<file path="src/rtl/mi3_pkg.sv">
package mi3_pkg;

	// Fixed-point format of the matrix and inverse elements.
	localparam int FRAC_BITS = 16;
	localparam int EW = 32;

	localparam int LANES = 9;
	localparam int ROWS = 3;

	// Cofactor magnitude, determinant and divider widths.
	localparam int G_W = 2 * EW;
	localparam int DET_W = 3 * EW + 1;
	localparam int D_W = 3 * EW;
	localparam int N_W = G_W + 2 * FRAC_BITS;
	localparam int CMP_W = (N_W > D_W + EW) ? N_W : D_W + EW;
	localparam int PP_W = 2 * EW + 2;

	localparam int FIFO_AW = 2;
	localparam int FIFO_DEPTH = 1 << FIFO_AW;

	typedef struct packed {
		logic signed [EW-1:0] a00;
		logic signed [EW-1:0] a01;
		logic signed [EW-1:0] a02;
		logic signed [EW-1:0] a10;
		logic signed [EW-1:0] a11;
		logic signed [EW-1:0] a12;
		logic signed [EW-1:0] a20;
		logic signed [EW-1:0] a21;
		logic signed [EW-1:0] a22;
	} mat_t;

	typedef struct packed {
		logic signed [EW-1:0] b00;
		logic signed [EW-1:0] b01;
		logic signed [EW-1:0] b02;
		logic signed [EW-1:0] b10;
		logic signed [EW-1:0] b11;
		logic signed [EW-1:0] b12;
		logic signed [EW-1:0] b20;
		logic signed [EW-1:0] b21;
		logic signed [EW-1:0] b22;
		logic                 singular;
	} inv_t;

	// One classified matrix, handed from the front end to the divider.
	typedef struct packed {
		logic                       singular;
		logic [D_W-1:0]             dmag;
		logic [LANES-1:0]           neg;
		logic [LANES-1:0][G_W-1:0]  gmag;
	} work_t;

	// State of the nine division lanes in one divider stage.
	typedef struct packed {
		logic                       singular;
		logic [D_W-1:0]             dmag;
		logic [LANES-1:0]           neg;
		logic [LANES-1:0]           ovf;
		logic [LANES-1:0][N_W-1:0]  rem;
		logic [LANES-1:0][EW-1:0]   quo;
	} div_t;

endpackage

</file>
<file path="src/rtl/mi3_fifo.sv">
module mi3_fifo (
	input  logic            clk,
	input  logic            arst_n,
	input  logic            push_valid,
	input  mi3_pkg::work_t  push_data,
	output logic            push_ready,
	output logic            pop_valid,
	output mi3_pkg::work_t  pop_data,
	input  logic            pop_ready
);

	mi3_pkg::work_t               mem_q [mi3_pkg::FIFO_DEPTH];
	logic [mi3_pkg::FIFO_AW-1:0]  wr_ptr_q, rd_ptr_q;
	logic [mi3_pkg::FIFO_AW:0]    cnt_q;
	logic                         push, pop;

	assign push_ready = (cnt_q != (mi3_pkg::FIFO_AW+1)'(mi3_pkg::FIFO_DEPTH));
	assign pop_valid = (cnt_q != '0);
	assign pop_data = mem_q[rd_ptr_q];
	assign push = push_valid && push_ready;
	assign pop = pop_valid && pop_ready;

	always_ff @(posedge clk or negedge arst_n) begin
		if (!arst_n) begin
			wr_ptr_q <= '0;
			rd_ptr_q <= '0;
			cnt_q <= '0;
		end else begin
			if (push)
				wr_ptr_q <= wr_ptr_q + 1'b1;
			if (pop)
				rd_ptr_q <= rd_ptr_q + 1'b1;
			if (push && !pop)
				cnt_q <= cnt_q + 1'b1;
			else if (pop && !push)
				cnt_q <= cnt_q - 1'b1;
		end
	end

	always_ff @(posedge clk) begin
		if (push)
			mem_q[wr_ptr_q] <= push_data;
	end

endmodule

</file>
<file path="config.mk">
export PLATFORM = sky130hd
export DESIGN_NAME = mi3_fifo
export DESIGN_NICKNAME = d
export VERILOG_FILES = /design/src/rtl/mi3_pkg.sv /design/src/rtl/mi3_fifo.sv
export SDC_FILE = /design/constraint.sdc
export NUM_CORES = 2
export LEC_CHECK = 0
export ABC_AREA = 1
export BUFFER_PORTS_ARGS = -buffer_cell sky130_fd_sc_hd__buf_2
export CORE_ASPECT_RATIO = 0.6
export CORE_MARGIN = 2
export CORE_UTILIZATION = 40
export DETAILED_ROUTE_END_ITERATION = 7
export SLEW_MARGIN = 15
export SYNTH_ARGS = -nofsm -noshare
export SYNTH_HDL_FRONTEND = slang
export SYNTH_SLANG_ARGS = --single-unit
</file>
<file path="constraint.sdc">
create_clock -name clk -period 69 [get_ports clk]
set_input_delay 6.9 -clock clk [delete_from_list [all_inputs] [get_ports clk]]
set_output_delay 6.9 -clock clk [all_outputs]
set_load 0.03 [all_outputs]
</file>
==> impl_metrics.csv <==
group,metric,value,unit
sta,fin_tns_setup,0,ns
global_routing,gr-total-overflow,0,
place,io_buffers,1369,
hold_path,hp-class,"flip-flop to flip-flop",
synth,syn-num-nets,8708,
cts,clockBufferDepth,4,
hold_path,hold_depth,2,
worst_setup_path,setup.worst_path.end_class,"output port",
synth,postSynth.asyncResetShare,0.00256,
status,outcome,"completed",
routing,avgViaCountPerCell,4.94,
place,place_ws,55.17,ns
worst_setup_path,rr_startpoint,"cnt_q[0]$_DFFE_PN0P_",
floorplan,die_h,406,µm
sta,period_needed,14.71,ns
routing,postRouteAntennaNets,0,
sta,worst_slack,54.29,ns
pwr,ir_worst_vdd,0.0366,mV
sta,slew_violations,0,
synth,syn_area,108000,µm²
routing,wl_per_cell,20.8,µm
sta,hold_ws,0.505,ns
pwr,p_leak,49.7,nW
worst_setup_path,slowest_delay,0.90,ns
routing,drc,0,
layout,drive_gt1_frac,0.191,
synth,synth_cells,8016,
routing,via_count,64800,
worst_setup_path,path_delay_family,"buffers and inverters",
pwr,p_per_area,47.7,nW/µm²
flow_run,cap_violations,0,
layout,final_area,126000,µm²
worst_setup_path,r2r_setup_slack,62.82,ns
synth,synth_edf_count,2728,
worst_setup_path,cp_slowest_cell,"buf_4",
worst_setup_path,cp.arrival,7.81,ns
worst_setup_path,reg2reg_depth,10,
cts,post_cts_buffers,0,
synth,synth_seq_cells,2735,
floorplan,initial_utilization,0.403,
worst_setup_path,cp_max_fo,156,
global_routing,grt_pass1_vias,60000,
routing,drt-initial-drc-count,4796,
place,finalWeightedCongestion,0.815,
floorplan,dieArea,274000,µm²
sta,tightestPinTransition,1.16,ns
hold_path,worstHoldStart,"cnt_q[2]$_DFFE_PN0P_",
layout,syn_to_final_growth,16.6,%
global_routing,grt_max_degree,157,
routing,totalWireLength,273,mm
synth,ys_types,18,
floorplan,row_count,147,
worst_setup_path,crit_path_frequent_cell,"buf_4",
sta,fmax,0.0680,GHz
global_routing,grt_antenna_before_repair,169,
worst_setup_path,start_kind,"flip-flop",
synth,synth_area_per_cell,13.4,µm²
synth,ys.warnings.count,0,
cts,cts_tree,"built",
cts,insertion_delay,0.81,ns
layout,final_cell_mix,"edfxtp_1, nand2_1, inv_1",
floorplan,io-pin-count,1370,
sta,relSlewSlack,0.224,
hold_path,worstHoldEndpoint,"cnt_q[2]$_DFFE_PN0P_",
worst_setup_path,critPathKind,"flip-flop to output port",
sta,fin_crit_sh,0.213,
cts,htreeDepth,5,
worst_setup_path,crit_required,62.10,ns
cts,cts-buffers-inserted,267,
sta,setup_viol,0,
worst_setup_path,path_cells,"inv_8 -> buf_4 -> buf_4 -> buf_4 -> buf_4 -> buf_4 -> buf_4 -> nand2_1 -> o211ai_1 -> nand2_1 -> buf_2",
cts,path_clk_slew,0.06,ns
floorplan,dieWidth,674,µm
worst_setup_path,path_buf_inv,8,
cts,cts_hold_buffers,0,
synth,seq_area_frac_synth,0.762,
worst_setup_path,rr_endpoint,"mem_q[2][246]$_DFFE_PP_",
layout,fin_nets,9983,
sta,rsz0062_at_grt,"no",
synth,synth_top_flop_cell,"edfxtp_1",
floorplan,core-area,268000,µm²
cts,postCtsResizedCells,0,
place,dpl_cell_area,118000,µm²
place,hpwl,174,mm
layout,mostFrequentLayoutCell,"edfxtp_1",
cts,root_buffer,"clkbuf_16",
cts,clock-sinks,2735,
global_routing,grt_pass1_wl,394,mm
sta,finalHoldViolations,0,
global_routing,grt_use_total,0.191,
routing,firstDrtPassIters,6,
sta,skew,0.0393,ns
-- cell usage after synthesis (all sizes together) (4+ instances only) --
| library cell | count | share of area |
|---|---|---|
| edfxtp | 2728 | 0.76 |
| o211ai | 1364 | 0.095 |
| nand2 | 2063 | 0.072 |
| dfrtp | 7 | 0.0016 |
| nand3 | 7 | 0.00032 |
| ha | 5 | 0.00058 |
| clkbuf | 221 | 0.0077 |
| inv | 1380 | 0.048 |
| buf | 233 | 0.015 |
| nor2 | 4 | 0.00014 |
-- flip-flops by register name, indices dropped and copies added, names as in the netlist --
| name | cells |
|---|---|
| rd_ptr_q | 2 |
| cnt_q | 3 |
| mem_q | 2728 |
| wr_ptr_q | 2 |
-- metrics by stage --
stage	total power [mW]	std cells	util
6_report	5.99	13100	0.469
5_1_grt	6.29	13100	0.469
4_1_cts	6.06	13000	0.469
3_5_place_dp	4.69	12600	0.439
3_3_place_gp	4.65	12600	0.439
2_1_floorplan	4.29	8016	-
-- layer usage --
metal	global-route usage	share of wire
met5	0	0.0028
met4	0.0796	0.041
met3	0.0571	0.075
met2	0.312	0.48
met1	0.236	0.40
-- kinds of logic (layout without fill, tap and decap cells) --
logic type	count (synthesis)	after routing	synth area share
DFF	2735	2735	0.762
and+or+nand+nor	2075	2075	0.0724
buffers and inverters	1834	3286	0.0703
AOI/OAI and AO/OA	1365	1365	0.0950
adders and majority gates	6	6	0.000766
xor gates and xnor gates	1	1	0.0000813
other	0	80	0
-- tightest hold or removal path, delay by kind of cell (launching register included) --
family | cells | cell delay [ns]
flops | 1 | 0.36
simple gates | 2 | 0.11
-- where the power goes --
part	switching, mW	internal (mW)	total (mW)
Combinational	1.83	0.547	2.37
Clock	0.605	0.766	1.37
Sequential	0.0683	2.18	2.25
Total	2.50	3.50	5.99
-- layout make-up --
type / instances / area (µm²)
timing repair buffer: 1460 / 7600
inverter: 1380 / 5190
tap: 3576 / 4470
clock inverter: 110 / 855
clock buffer: 336 / 7120
sequential: 2735 / 82100
fill: 23400 / 142000
antenna: 80 / 200
multi-input combinational: 3447 / 18200
-- how the worst max path moves through the flow --
| stage | from | endpoint | cells after the start | slack (ns) |
|---|---|---|---|---|
| floorplan | push_valid | mem_q[0][0]$_DFFE_PP_ | 2 | 31.97 |
| global placement | rd_ptr_q[0]$_DFFE_PN0P_ | pop_data[254] | 11 | 55.40 |
| detailed placement | rd_ptr_q[0]$_DFFE_PN0P_ | pop_data[252] | 11 | 55.17 |
| CTS | rd_ptr_q[0]$_DFFE_PN0P_ | pop_data[252] | 11 | 54.22 |
| global route | rd_ptr_q[0]$_DFFE_PN0P_ | pop_data[288] | 11 | 53.53 |
| finish | rd_ptr_q[0]$_DFFE_PN0P_ | pop_data[268] | 11 | 54.29 |
No activity file was read; power rests on OpenSTA's default activity.
